`config.mk`:
```
export PLATFORM = sky130hd
export DESIGN_NAME = watering_credit_limiter
export DESIGN_NICKNAME = d
export VERILOG_FILES = /design/src/rtl/wcl_pkg.sv /design/src/rtl/watering_credit_limiter.sv
export SDC_FILE = /design/constraint.sdc
export NUM_CORES = 1
export LEC_CHECK = 0
export BUFFER_PORTS_ARGS = -buffer_cell sky130_fd_sc_hd__clkbuf_2
export CAP_MARGIN = 0
export CORE_ASPECT_RATIO = 1.75
export CORE_MARGIN = 1
export CORE_UTILIZATION = 51
export CTS_CLUSTER_SIZE = 40
export DETAILED_ROUTE_END_ITERATION = 10
export PLACE_DENSITY = 0.67
export SLEW_MARGIN = 10
export SYNTH_ARGS = -nofsm -noshare
export SYNTH_HDL_FRONTEND = slang
export SYNTH_SLANG_ARGS = --single-unit
```
`constraint.sdc`:
```
create_clock -name clk -period 8.35 [get_ports clk]
set_input_delay 2.0875 -clock clk [delete_from_list [all_inputs] [get_ports clk]]
set_output_delay 2.0875 -clock clk [all_outputs]
set_load 0.005 [all_outputs]
```
`src/rtl/wcl_pkg.sv`:
```
`default_nettype none

package wcl_pkg;

	// elaboration defaults
	localparam int CHANNELS_DEF   = 2;
	localparam int TIME_WIDTH_DEF = 32;

	// register reset values
	localparam logic [31:0] REFILL_INTERVAL_RST = 32'd1000;
	localparam logic [15:0] MAX_BALANCE_RST     = 16'd255;

	// stream payload widths
	localparam int IN_TDATA_W  = 40;
	localparam int IN_TUSER_W  = 3;
	localparam int OUT_TDATA_W = 24;

	// configuration register indexes
	localparam logic [0:0] REG_REFILL_INTERVAL = 1'b0;
	localparam logic [0:0] REG_MAX_BALANCE     = 1'b1;

	typedef enum logic [1:0] {
		OP_INIT    = 2'd0,
		OP_REQUEST = 2'd1,
		OP_CONSUME = 2'd2
	} opcode_t;

endpackage

`default_nettype wire

```
`src/rtl/watering_credit_limiter.sv`:
```
// per-channel token bucket credit limiter
//
// input stream: one transfer is one command (init, request or consume) for a
// channel account. output stream: exactly one result transfer per command,
// carrying the granted units and the channel balance after the command.
// configuration: cfg_we writes refill_interval (index 0) or max_balance
// (index 1); write only while no command is in flight.
//
// an accepted command passes through ST_PREP and ends in ST_DONE; init,
// consume and the unused opcode go straight from one to the other, while
// a request first runs ST_DIV, the serial restoring divider that works
// out one quotient bit per cycle while dividing the elapsed ticks by the
// refill interval, and then ST_FIN. one command at a time: s_tready
// returns at the edge that loads the result into the output register.
//
// reset: every balance goes to 255, the refill times and remainders to
// zero, the registers to their reset values, no result pending.
// stall: the result waits in the output register until m_tready; a new
// command is taken meanwhile, but its result holds until the slot frees.
`default_nettype none

module watering_credit_limiter
	import wcl_pkg::*;
#(
	parameter int CHANNELS   = CHANNELS_DEF,
	parameter int TIME_WIDTH = TIME_WIDTH_DEF
) (
	input  wire                    clk,
	input  wire                    arst_n,
	input  wire                    s_tvalid,
	output logic                   s_tready,
	input  wire [IN_TDATA_W-1:0]   s_tdata,   // now[31:0], amount[39:32]
	input  wire [IN_TUSER_W-1:0]   s_tuser,   // opcode[1:0], channel[2]
	output logic                   m_tvalid,
	input  wire                    m_tready,
	output logic [OUT_TDATA_W-1:0] m_tdata,   // granted[7:0], balance_after[23:8]
	input  wire                    cfg_we,
	input  wire [0:0]              cfg_index,
	input  wire [31:0]             cfg_data
);

	localparam int TW      = TIME_WIDTH;
	localparam int CH_IDX_W = (CHANNELS > 1) ? $clog2(CHANNELS) : 1;
	localparam int CNT_W   = $clog2(TIME_WIDTH);
	// partial remainder stays below twice the 32-bit divisor
	localparam int RW      = 33;

	typedef enum logic [2:0] {
		ST_IDLE,
		ST_PREP,
		ST_DIV,
		ST_FIN,
		ST_DONE
	} state_t;

	state_t state_q;

	// configuration
	logic [31:0] refill_interval_q;
	logic [15:0] max_balance_q;

	// channel accounts
	logic [15:0]   credit_q    [CHANNELS];
	logic [TW-1:0] last_time_q [CHANNELS];
	logic [TW-1:0] tick_rem_q  [CHANNELS];

	// latched command
	logic [1:0]  op_q;
	logic        ch_q;
	logic [31:0] now_q;
	logic [7:0]  amount_q;

	// divider
	logic [TW-1:0]    dvd_q;   // dividend, shifts out as quotient shifts in
	logic [RW-1:0]    rem_q;
	logic [CNT_W-1:0] cnt_q;

	// pending result and output register
	logic [7:0]             res_grant_q;
	logic [15:0]            res_bal_q;
	logic                   m_tvalid_q;
	logic [OUT_TDATA_W-1:0] m_tdata_q;

	logic                ch_ok;
	logic [CH_IDX_W-1:0] ch_idx;
	logic [15:0]         bal_cur;
	logic [TW-1:0]       now_t;
	logic [TW-1:0]       dt;
	logic [31:0]         intv_eff;
	logic [RW-1:0]       trial;
	logic                trial_ge;
	logic [15:0]         bal_refill;
	logic [16:0]         sum17;
	logic [15:0]         bal_consume;
	logic [7:0]          grant_req;
	logic                out_load;

	assign ch_ok   = (int'(ch_q) < CHANNELS);
	assign ch_idx  = ch_ok ? CH_IDX_W'(ch_q) : '0;
	assign bal_cur = credit_q[ch_idx];
	assign now_t   = TW'(now_q);

	// elapsed ticks plus carried remainder, modular in the timer width
	assign dt = now_t - last_time_q[ch_idx] + tick_rem_q[ch_idx];

	// a zero interval acts as one
	assign intv_eff = (refill_interval_q == 32'd0) ? 32'd1 : refill_interval_q;

	assign trial    = {rem_q[RW-2:0], dvd_q[TW-1]};
	assign trial_ge = (trial >= {1'b0, intv_eff});

	// refill with saturation at the cap; quotient lives in dvd_q
	assign sum17 = {1'b0, dvd_q[15:0]} + {1'b0, bal_cur};
	always_comb begin
		if (dvd_q >= TW'(max_balance_q)) begin
			bal_refill = max_balance_q;
		end else if (sum17 < {1'b0, max_balance_q}) begin
			bal_refill = sum17[15:0];
		end else begin
			bal_refill = max_balance_q;
		end
	end

	assign grant_req   = ({8'd0, amount_q} < bal_refill) ? amount_q : bal_refill[7:0];
	assign bal_consume = ({8'd0, amount_q} < bal_cur) ? (bal_cur - {8'd0, amount_q}) : 16'd0;

	// finished result moves into a free or freeing output slot
	assign out_load = (state_q == ST_DONE) && (!m_tvalid_q || m_tready);

	assign s_tready = (state_q == ST_IDLE);
	assign m_tvalid = m_tvalid_q;
	assign m_tdata  = m_tdata_q;

	always_ff @(posedge clk or negedge arst_n) begin
		if (!arst_n) begin
			state_q           <= ST_IDLE;
			m_tvalid_q        <= 1'b0;
			refill_interval_q <= REFILL_INTERVAL_RST;
			max_balance_q     <= MAX_BALANCE_RST;
			for (int i = 0; i < CHANNELS; i++) begin
				credit_q[i]    <= MAX_BALANCE_RST;
				last_time_q[i] <= '0;
				tick_rem_q[i]  <= '0;
			end
		end else begin
			if (cfg_we) begin
				case (cfg_index)
					REG_REFILL_INTERVAL: refill_interval_q <= cfg_data;
					REG_MAX_BALANCE:     max_balance_q     <= cfg_data[15:0];
					default: ;
				endcase
			end

			// output register: load a finished result, or clear once taken
			if (out_load) begin
				m_tvalid_q <= 1'b1;
				m_tdata_q  <= {res_bal_q, res_grant_q};
			end else if (m_tvalid_q && m_tready) begin
				m_tvalid_q <= 1'b0;
			end

			case (state_q)
				ST_IDLE: begin
					if (s_tvalid) begin
						op_q     <= s_tuser[1:0];
						ch_q     <= s_tuser[2];
						now_q    <= s_tdata[31:0];
						amount_q <= s_tdata[39:32];
						state_q  <= ST_PREP;
					end
				end
				ST_PREP: begin
					res_grant_q <= 8'd0;
					state_q     <= (ch_ok && op_q == OP_REQUEST) ? ST_DIV : ST_DONE;
					if (!ch_ok) begin
						// channel without an account: zero result, no update
						res_bal_q <= 16'd0;
					end else begin
						case (op_q)
							OP_INIT: begin
								credit_q[ch_idx]    <= max_balance_q;
								tick_rem_q[ch_idx]  <= '0;
								last_time_q[ch_idx] <= now_t;
								res_bal_q           <= max_balance_q;
							end
							OP_REQUEST: begin
								dvd_q <= dt;
								rem_q <= '0;
								cnt_q <= '0;
							end
							OP_CONSUME: begin
								credit_q[ch_idx] <= bal_consume;
								res_bal_q        <= bal_consume;
							end
							default: begin
								res_bal_q <= bal_cur;
							end
						endcase
					end
				end
				ST_DIV: begin
					// one restoring step per cycle
					rem_q <= trial_ge ? (trial - {1'b0, intv_eff}) : trial;
					dvd_q <= {dvd_q[TW-2:0], trial_ge};
					cnt_q <= cnt_q + 1'b1;
					if (cnt_q == CNT_W'(TIME_WIDTH - 1)) begin
						state_q <= ST_FIN;
					end
				end
				ST_FIN: begin
					credit_q[ch_idx]    <= bal_refill;
					tick_rem_q[ch_idx]  <= TW'(rem_q);
					last_time_q[ch_idx] <= now_t;
					res_bal_q           <= bal_refill;
					res_grant_q         <= grant_req;
					state_q             <= ST_DONE;
				end
				ST_DONE: begin
					if (out_load) begin
						state_q <= ST_IDLE;
					end
				end
				default: begin
					state_q <= ST_IDLE;
				end
			endcase
		end
	end

endmodule

`default_nettype wire

```
After elaboration in Yosys (flattened, before gate mapping)
Index checks and enable logic that the tools add are counted.

Add/subtract/negate cells: 6. $mul: 0. Div/mod/pow operators: 0. Order comparisons: 7. Equality and inequality tests: 14. Shifts and indexed selects: 0. Multiplexer cells: 46. Bitwise logic cells: 4. Reductions and logical operators: 21.

Operators by type and width (number): $mux W32 (11); $pmux W32 S2 (4); $pmux W64 S2 (2); $bwmux W64 (2); $mux W64 (2); $mux W16 (7); $bwmux W32 (3); $and A64 B64 Y64 (1); $not A64 Y64 (1); $sub A32 B32 Y32 (2); $pmux W16 S3 (1); $ge A33 B32 Y1 (1); $add A32 B32 Y32 (1); $demux W32 S1 (1); $ge A32 B16 Y1 (1); $logic_not A32 Y1 (1); $lt A8 B16 Y1 (2); $pmux W16 S2 (1); $add A16 B16 Y17 (1); $lt A17 B16 Y1 (1); $demux W16 S1 (1); $pmux W8 S2 (1); $sub A16 B8 Y16 (1); $pmux W3 S5 (1); other kinds (26) (48).

Bits in registers: 372. Latch bits: 0. Memory bits (writable): 0. ROM bits: 0. Input bits: 81. Output and inout port bits: 26. Memories: 0.

Depth between registers and ports, before layout
Gate-level depths: netlist of run 1.

Depth after elaboration: 11. Depth in mapped cells: 30.

Least setup slack after synthesis of run 1
No wires, ideal clock.

Kind: register to register. Start: reg ch_q, in the netlist ch_idx. End: reg res_grant_q[0], data pin. Library setup time: 0.267 ns. Arrival time: 6.173 ns. Setup slack: 1.910 ns. Cell stages (with the launch flop): 30. Path buffers: 4. Cell sequence: edfxtp_1 > buf_2 > buf_1 > clkbuf_1 > mux2_2 > ha_1 > fa_1 > a211oi_1 > o211ai_1 > nand2_1 > o21bai_1 > a21oi_1 > xnor2_1 > ha_1 > a21o_1 > a211o_1 > nor4_1 > a21oi_1 > nor2_1 > clkbuf_1 > o21ai_0 > inv_1 > ha_1 > a21oi_1 > a21boi_0 > o21ai_0 > nand2b_1 > a21oi_1 > a21oi_4 > mux2i_1.

Longest elaborated chain between the ends: 11.

RTL lines: start, declared (RTL line watering_credit_limiter.sv:69) `logic ch_q;`; start signal, assigned (RTL line watering_credit_limiter.sv:166) `ch_q <= s_tuser[2];`; $not A1 Y2 (not written as such) (*) (RTL line watering_credit_limiter.sv:100) `assign bal_cur = credit_q[ch_idx];`; $mux W16 (not written as such) (*) (3 in a row) (RTL line watering_credit_limiter.sv:100); $add A16 B16 Y17 (*) (RTL line watering_credit_limiter.sv:113) `assign sum17 = {1'b0, dvd_q[15:0]} + {1'b0, bal_cur};`; $lt A17 B16 Y1 (RTL line watering_credit_limiter.sv:117) `end else if (sum17 < {1'b0, max_balance_q}) begin`; $mux W16 (*) (RTL line watering_credit_limiter.sv:117); $mux W16 (*) (RTL line watering_credit_limiter.sv:115) `if (dvd_q >= TW'(max_balance_q)) begin`; $lt A8 B16 Y1 (RTL line watering_credit_limiter.sv:124) `assign grant_req = ({8'd0, amount_q} < bal_refill) ? amount_q : bal_refill[7:0];`; $mux W8 (*) (RTL line watering_credit_limiter.sv:124); $pmux W8 S2 (*) (RTL line watering_credit_limiter.sv:162) `case (state_q)`; end signal, assigned (RTL line watering_credit_limiter.sv:215) `res_grant_q <= grant_req;`; end, declared (RTL line watering_credit_limiter.sv:79) `logic [7:0] res_grant_q;`.

Mark *: on every way between the ends. The rest lies on a longest branch, timed or not. The select of a mux whose other input is x is not followed. A chain may end at the register's enable or synchronous reset.

Worst setup path in the final report of run 1
Start: reg ch_q, in the netlist ch_idx. End: reg res_grant_q[1], data pin.

Same word-level chain as after synthesis.

==> results.txt, run 1 <==
Async set-reset flop share out of synthesis - 56.99%
Multi-input gate area - 0.01075 mm²
Clk sinks - 372
Setup crit end kind - register
Initial Utilization - 51.55%
Synth cell types - 79
Maximum root-to-sink buffer count - 3
Wirelength, routed - 61840 µm
Post-CTS Setup Bufs - 0
Slew HR - 25.68%
# rows - 100
Clock power frac - 18.3%
Sw Pwr - 3.812 mW
CP max FO - 14
Register area share after synthesis - 46.41%
Post-synth top flop - dfrtp_1
RSZ-0062 raised after global routing - no
Ports - 107
Layout area overhead - 10.54%
Yosys reg bits - 372
Fmax - 136.2 MHz
Nets - 2479
Final GP Congestion - 0.9784
Area leader, netlist - edfxtp_1
Worst hold start - res_bal_q[9]
Post-route clock skew - 0.01121 ns
Setup_tns - 0 ns
Clock Latency Late Sink - 0.55 ns
Setup violators final - 0
Max IR drop VDD - 0.2342 mV
DP HPWL - 46940 µm
Post-CTS Resized - 0
R2R cell count - 26
Post-CTS Hold Fix Bufs - 0
Leakage - 10.89 nW
Yosys warning total - 0
Clock period minus worst slack - 7.345 ns
DR vias - 16530
Critical Path RT - 8.64 ns
EDFF count, synth - 160
Reg2reg start - ch_idx
Post-Synthesis Cell Area - 0.02186 mm²
Die area - 0.04374 mm²
Antenna violations before repair - 0
H-tree levels - 2
DRC errors left - 0
Gate power share - 50.2%
DIE WIDTH - 158.5 µm
Starting DRC count in detailed routing - 828
Filler Cells Inserted - 3718
Fraction of layout cells with a size suffix above 1 - 14.34%
Root Driver - clkbuf_16
P_int - 5.456 mW
Arr. time, crit path - 7.63 ns
FF/Latch Area - 0.01015 mm²
First-pass GRT wire length - 95510 µm
Max-slew violations - 0
R2R setup slack - 1.01 ns
Sw Share - 41.13%
Vias in the first global route - 16840
CTS Buf Count - 37
Status - complete, no violations
Final ANT Viol Nets - 0
Synth top area cells - edfxtp_1 22%, dfrtp_1 21%, ha_1 7.2%
CP max stage delay - 0.86 ns
Period Utilization, post-route - 87.96%
Cell Area, Placed - 0.02294 mm²
Mapped Nets - 2403
Max-cap violations - 0
Worst r2r dst - res_grant_q[1]
Hold WC Path Type - reg -> reg
Final Hold Fails - 0
WHS Path Cells - 0
Post-synth top area share - 21.97%
Synth Instances - 2162
# diodes - 0
Sequential power share - 31.5%
Final Cell Area - 0.02417 mm²
Via/cell ratio - 5.844
CP Launch Type - register
First-pass DRT Iterations - 6
GRT overflow - 0
Clock-pin transition on the worst setup and hold timing paths - 0.07 ns
Slew at the pin closest to its max-slew limit - 1.112 ns
Top cells by count, synth - 274 x nand2_1, 182 x dfrtp_1, 176 x inv_1
Routed length per instance - 21.87 µm
Kind of critical path - reg -> reg
Syn Area/Cell - 10.11 µm²
Hold EP - m_tdata[17]
Core Area - 0.04242 mm²
Pwr Density - 383.5 mW/mm²
Pin count of the biggest net entering global routing - 95
All-Layer GR Usage - 29.24%
Most frequent cell after synthesis - nand2_1
Slowest-stage cell, CP - edfxtp_1
Port bufs - 106
CTS tree - yes
Die Y - 275.9 µm
## power groups by stage
stage	clock (mW)	sequential, mW	combinational, mW
finish	1.70	2.92	4.66
global route	1.79	2.96	5.24
CTS	1.73	2.91	4.67
detailed placement	0	2.95	4.64
global placement	0	2.93	4.52
floorplan	0	2.79	3.48
## area by class of cell
cell class,count,share of cell area [%]
Timing Repair Buffer,126,2.853
Clock inverter,13,0.4815
Clock buffer,55,4.582
Multi-Input combinational cell,1525,44.46
Tap cell,561,2.904
Sequential cell,372,41.99
Inverter,176,2.733
## placed cells by master (no fill, tap or decap), drive strengths merged, types with 12 or more instances in the layout
master,n
dfrtp,182
nand4,12
nor2b,18
nor2,120
fa,34
nand2,274
xnor2,41
o31ai,13
xor2,34
o21ai,168
buf,20
a31oi,15
mux2i,68
inv,178
and3,19
nor3,26
mux2,91
a22oi,17
nand3,55
a21oi,128
nor4,17
clkbuf,161
a211oi,15
nand2b,19
edfxtp,160
and2,13
ha,126
a21o,44
a22o,35
dfstp,30
## per-layer routing
metal  vias to the layer above  track usage [%]  wire (µm)
li1                       7857                -          -
met4                         0            22.57       5371
met2                       402            54.55      33360
met5                         -                0          0
met3                       177            3.020       1919
met1                      8092            29.30      21190
## cells by family after synthesis
| logic type | share of synthesized area [%] |
|---|---|
| buffers and inverters | 4.635 |
| XOR/XNOR | 3.004 |
| AND/OR/NAND/NOR | 12.57 |
| flip-flops | 46.41 |
| AO/OA/AOI/OAI | 15.26 |
| adder cells (fa/ha/maj) | 10.32 |
| multiplexers | 7.800 |
## how the worst max path moves through the flow
stage | from | to | slack, ns | depth (start not counted)
2_1_floorplan | ch_idx | res_grant_q[0] | 1.91 | 29
3_3_place_gp | ch_idx | res_grant_q[5] | 1.17 | 25
3_5_place_dp | ch_idx | res_grant_q[1] | 1.05 | 24
4_1_cts | ch_idx | res_grant_q[1] | 1.02 | 26
5_1_grt | ch_idx | res_grant_q[7] | 0.40 | 24
6_report | ch_idx | res_grant_q[1] | 1.01 | 26
## state kept, by name, summed over array words and instances (netlist names)
| signal | count |
|---|---|
| ch_idx | 1 |
| res_grant_q | 8 |
| state_q | 3 |
| m_tdata | 24 |
| credit_q | 32 |
| now_q | 32 |
| cnt_q | 5 |
| rem_q | 32 |
| max_balance_q | 16 |
| op_q | 2 |
| last_time_q | 64 |
| dvd_q | 32 |
| tick_rem_q | 64 |
| amount_q | 8 |
| m_tvalid | 1 |
| refill_interval_q | 32 |
| res_bal_q | 16 |
## through the flow
step                total power [mW]  std cells  hold WS (ns)  util (%)  setup slack (ns)
floorplan                      6.270       2162        0.4003         -             1.910
global placement               7.454       2760        0.4024     54.09             1.166
detailed placement             7.585       2760        0.4045     54.09             1.046
CTS                            9.313       2828        0.4182     56.98             1.016
global route                   9.995       2828        0.4240     56.98            0.3982
finish                         9.268       2828        0.4189     56.98             1.006
## worst max-delay path, delay by kind of cell, from the launching register on
family | cells | cell delay [ns]
fa+ha+maj | 3 | 0.82
buf+inv | 3 | 0.53
compound gates | 6 | 1.76
mux | 2 | 0.53
flops | 1 | 0.86
simple gates | 12 | 2.55
(Power assumes the default switching activity.)
==> run 2, diff against run 1 <==
ABC_AREA = 1   (was default)
BUFFER_PORTS_ARGS = default   (was -buffer_cell sky130_fd_sc_hd__clkbuf_2)
DONT_BUFFER_PORTS = 1   (was default)
PLACE_DENSITY = 0.65   (was 0.67)
==> run 2 against run 1 <==
Against the previous run: clock skew grew 0.012 ns; critical endpoint is now res_grant_q[2]; global-route usage grew 1.6 points; die area grew 1.7%; critical path depth grew 3; wire length grew 10%; highest routed layer unchanged; count of clock-buffer cells in the layout shrank 12; largest power group unchanged; final cell count grew 15%.
==> results.txt, run 2 <==
Pwr Density - 396.2 mW/mm²
Area leader, netlist - edfxtp_1
Total power - 9.497 mW
DRC errors left - 0
Die area - 0.04448 mm²
Yosys warning total - 0
Pin count of the biggest net entering global routing - 215
Synth top area cells - edfxtp_1 22%, dfrtp_1 20%, nand2_1 11%
Post-CTS Resized - 0
Post-synth top flop - dfrtp_1
Layout area overhead - 7.775%
Post-CTS Hold Fix Bufs - 0
Post-Synthesis Cell Area - 0.02224 mm²
First-pass DRT Iterations - 6
Worst hold start - res_bal_q[7]
Leading cell type in the layout, fill and taps excluded - nand2_1
Max-slew violations - 0
Vias in the first global route - 18100
CP max stage delay - 0.58 ns
First-pass GRT wire length - 103100 µm
Routed length per instance - 20.86 µm
Final GP Congestion - 0.9664
Hold EP - m_tdata[15]
Hold WC Path Type - reg -> reg
Wirelength, routed - 68050 µm
Clk sinks - 372
Clock-pin transition on the worst setup and hold timing paths - 0.07 ns
Post-synth top area share - 21.60%
Async set-reset flop share out of synthesis - 56.99%
All-Layer GR Usage - 30.88%
Yosys reg bits - 372
Via/cell ratio - 5.544
Nets - 2913
WHS Path Cells - 0
Post-route clock skew - 0.02286 ns
# rows - 100
Max IR drop VDD - 0.2948 mV
CTS tree - yes
Status - complete, no violations
Final Hold Fails - 0
Antenna violations before repair - 0
Kind of critical path - reg -> reg
Syn Area/Cell - 8.213 µm²
Top flop regs - last_time_q: 64 flops, tick_rem_q: 64 flops
Clock period minus worst slack - 6.446 ns
Arr. time, crit path - 6.74 ns
Clock Latency Late Sink - 0.55 ns
Maximum root-to-sink buffer count - 3
Fmax - 155.1 MHz
Max-cap violations - 0
Worst r2r dst - res_grant_q[2]
EDFF count, synth - 160
Slew at the pin closest to its max-slew limit - 1.126 ns
Die Y - 278.3 µm
Slew HR - 24.74%
Core Area - 0.04279 mm²
GRT overflow - 0
R2R setup slack - 1.90 ns
CP max FO - 32
Slowest-stage cell, CP - o21ai_1
DIE WIDTH - 159.9 µm
Fraction of layout cells with a size suffix above 1 - 6.775%
# diodes - 0
Port bufs - 0
Most frequent cell after synthesis - nand2_1
Most frequent cells in the layout - 651 x nand2_1, 390 x inv_1, 308 x o21ai_0
Initial Utilization - 51.98%
R2R cell count - 29
Reg2reg start - ch_idx
Setup violators final - 0
Setup crit end kind - register
H-tree levels - 2
Synth Instances - 2708
Post-CTS Setup Bufs - 0
CTS Buf Count - 38
CP Launch Type - register
CP dominant cell by count - nand2_1
Ports - 107
Period Utilization, post-route - 77.20%
Starting DRC count in detailed routing - 1187
Critical Path RT - 8.64 ns
Root Driver - clkbuf_16
Top cells by count, synth - 652 x nand2_1, 391 x inv_1, 308 x o21ai_0
Final ANT Viol Nets - 0
Setup_tns - 0 ns
Mapped Nets - 2949
DP HPWL - 52030 µm
DR vias - 18080
RSZ-0062 raised after global routing - no
Register area share after synthesis - 45.62%
Synth cell types - 57
Leakage - 11.15 nW
[run 2: changes by cell type after synthesis, moves of 62 or more]
cell,change
o21ai_1,+62
o21ai_0,+141
inv_1,+215
mux2_2,-91
nand3_1,+84
nand2_1,+378
mux2i_1,-67
[run 2: final cells by class]
type	count	area [µm²]
clock buffer	43	991.0
clock inverter	26	257.7
fill	4023	18820
inverter	408	1531
multi-input combinational	1835	10210
sequential	372	10150
tap	561	701.9
timing repair buffer	17	127.6
[run 2: logic make-up after synthesis]
| family | share of synthesized area, % |
|---|---|
| flops | 45.62 |
| xor+xnor | 1.811 |
| compound gates | 14.24 |
| simple gates | 19.50 |
| fa+ha+maj | 10.15 |
| mux | 0.04501 |
| buf+inv | 8.630 |
[run 2: report_power, final]
group          internal [mW]  switching (mW)  leakage, nW  total (mW)
logic                   1.69            3.09         6.46        4.78
clock network          0.989           0.759        0.613        1.75
registers               2.65           0.320         4.08        2.97
[run 2: metal layers]
layer	wire length (µm)	track usage, %	vias to the layer above
li1	-	-	8819
met1	22400	29.09	8625
met2	38160	61.30	455
met3	2029	2.683	185
met4	5459	21.98	0
met5	0	0	-
[run 2: how the worst max path moves through the flow]
stage / from / endpoint / slack (ns)
CTS: ch_idx / res_grant_q[2] / 1.98
detailed placement: ch_idx / res_grant_q[2] / 2.00
finish: ch_idx / res_grant_q[2] / 1.90
global route: ch_idx / res_grant_q[2] / 1.46
global placement: ch_idx / res_grant_q[2] / 2.11
floorplan: arst_n / cnt_q[0] / 2.33
[run 2: per-stage QoR]
step | area, µm² | setup WS [ns] | util (%) | std cells | hold slack (ns)
2_1_floorplan | 22240 | 2.326 | - | 2708 | 0.4003
3_3_place_gp | 22720 | 2.107 | 53.10 | 3193 | 0.4007
3_5_place_dp | 22720 | 2.005 | 53.10 | 3193 | 0.4052
4_1_cts | 23970 | 1.981 | 56.02 | 3262 | 0.4195
5_1_grt | 23970 | 1.461 | 56.02 | 3262 | 0.4227
6_report | 23970 | 1.904 | 56.02 | 3262 | 0.4178
[run 2: critical path: cells and delay by family, from the launching register on]
| family | cells | cell delay [ns] |
|---|---|---|
| AO/OA/AOI/OAI | 7 | 1.74 |
| XOR/XNOR | 1 | 0.18 |
| adder cells (fa/ha/maj) | 4 | 1.28 |
| buffers and inverters | 2 | 0.49 |
| flip-flops | 1 | 0.54 |
| AND/OR/NAND/NOR | 15 | 1.96 |
==> run 3, diff against run 2 <==
PLACE_DENSITY = 0.68   (was 0.65)
clock period = 5.5 ns   (was 8.35 ns; I/O delays follow)
==> run 3 against run 2 <==
Against the previous run: global-route usage increased by 0.27 points; final area increased by 1.4%; via count increased by 1.4%; sequential share of layout area decreased by 0.58 points; power increased by 55%; highest routed layer unchanged; register-to-register slack got worse by 1.7 ns; maximum frequency increased by 21%; critical path depth increased by 2.
==> results.txt, run 3 (synthesis gave the netlist of run 2 again) <==
GRT overflow - 0
# rows - 100
Post-CTS Hold Fix Bufs - 0
Hold WC Path Type - reg -> reg
Core Area - 0.04279 mm²
Cell Area, Placed - 0.02295 mm²
Clock-pin transition on the worst setup and hold timing paths - 0.06 ns
Period Utilization, post-route - 96.65%
Antenna violations before repair - 0
First-pass DRT Iterations - 5
Routed length per instance - 20.69 µm
DP HPWL - 51950 µm
Worst r2r dst - res_grant_q[6]
Fmax - 188.1 MHz
Vias in the first global route - 18780
DRC errors left - 0
CTS Buf Count - 37
Setup_tns - 0 ns
Leading cell type in the layout, fill and taps excluded - nand2_1
Global routing usage on met2 - 58.81%
# diodes - 0
Max-cap violations - 0
Pin count of the biggest net entering global routing - 215
CP startpoint - ch_idx
WHS Path Cells - 0
CTS tree - yes
Final ANT Viol Nets - 0
First-pass GRT wire length - 104700 µm
Clk sinks - 372
Max-slew violations - 0
DR vias - 18330
CP max stage delay - 0.41 ns
Most frequent cells in the layout - 649 x nand2_1, 390 x inv_1, 307 x o21ai_0
CP Launch Type - register
Layout area overhead - 9.265%
Critical Path RT - 5.81 ns
R2R cell count - 31
Slew HR - 26.13%
Total power - 14.72 mW
Final cell count without fillers - 3293
Setup violators final - 0
H-tree levels - 2
Clock Latency Late Sink - 0.55 ns
Reg2reg start - ch_idx
CP max FO - 11
R2R setup slack - 0.18 ns
Maximum root-to-sink buffer count - 3
Hold EP - m_tdata[16]
Root Driver - clkbuf_16
Met3 Use GR - 4.292%
Starting DRC count in detailed routing - 1061
Nets - 2944
Kind of critical path - reg -> reg
Ports - 107
CP dominant cell by count - nand2_1
Worst hold start - res_bal_q[8]
Via/cell ratio - 5.567
Die area - 0.04448 mm²
DIE WIDTH - 159.9 µm
Clock period minus worst slack - 5.316 ns
Initial Utilization - 51.98%
Slew at the pin closest to its max-slew limit - 1.105 ns
Top flop regs - last_time_q: 64 flops, tick_rem_q: 64 flops
Port bufs - 0
Final Cell Area - 0.02430 mm²
Pwr Density - 605.8 mW/mm²
Most Used Layer, Global Route - met2
All-Layer GR Usage - 31.15%
Slowest-stage cell, CP - fa_1
Wirelength, routed - 68120 µm
Arr. time, crit path - 5.63 ns
Final Hold Fails - 0
Leakage - 11.32 nW
Status - complete, no violations
Final GP Congestion - 1.029
Met1 Use GR - 29.34%
Setup crit end kind - register
Filler Cells Inserted - 4020
Fraction of layout cells with a size suffix above 1 - 8.016%
Post-route clock skew - 0.01341 ns
Die Y - 278.3 µm
Max IR drop VDD - 0.4002 mV
Dpl cells - 3223
[run 3: per-layer routing]
layer | part of all wire (%) | wire length [µm]
met1 | 33 | 22620
met2 | 53 | 36360
met3 | 3.8 | 2593
met4 | 9.6 | 6553
met5 | 0 | 0
[run 3: cell type report]
class | count | area, µm² | share of cell area, %
multi-input combinational | 1836 | 10290 | 42.33
tap | 561 | 701.9 | 2.888
clock inverter | 14 | 166.4 | 0.6848
inverter | 408 | 1531 | 6.302
timing repair buffer | 48 | 364.1 | 1.498
sequential | 372 | 10150 | 41.75
clock buffer | 54 | 1104 | 4.541
[run 3: worst max-delay path: cells and delay by family (launching register included)]
kind / cells / cell delay, ns
AND/OR/NAND/NOR: 15 / 1.57
flip-flops: 1 / 0.40
buffers and inverters: 3 / 0.34
AO/OA/AOI/OAI: 8 / 1.43
adder cells (fa/ha/maj): 4 / 1.12
XOR/XNOR: 1 / 0.18
[run 3: where the power goes]
| part | internal, mW | total [mW] | switching, mW |
|---|---|---|---|
| clock | 1.58 | 2.67 | 1.09 |
| combinational | 2.76 | 7.53 | 4.77 |
| sequential | 4.02 | 4.53 | 0.505 |
[run 3: repair_timing]
action	CTS	global route
buffers inserted	0	1
setup endpoints to repair	3	9
gates resized for setup	2	14
pin swaps	0	3
gates cloned	0	1
[run 3: worst max path at each step]
stage	to	slack (ns)
finish	res_grant_q[6]	0.18
floorplan	cnt_q[0]	0.19
detailed placement	res_grant_q[5]	0.03
global placement	res_grant_q[0]	0.13
CTS	res_grant_q[2]	0.09
global route	res_grant_q[6]	-0.08
[run 3: per-stage QoR]
stage / hold WS [ns] / utilization [%] / worst slack [ns]
finish: 0.4191 / 56.79 / 0.1840
detailed placement: 0.4061 / 53.63 / 0.02869
global placement: 0.4015 / 53.63 / 0.1282
floorplan: 0.4003 / - / 0.1889
global route: 0.4256 / 56.79 / -0.08123
CTS: 0.4189 / 56.61 / 0.09377
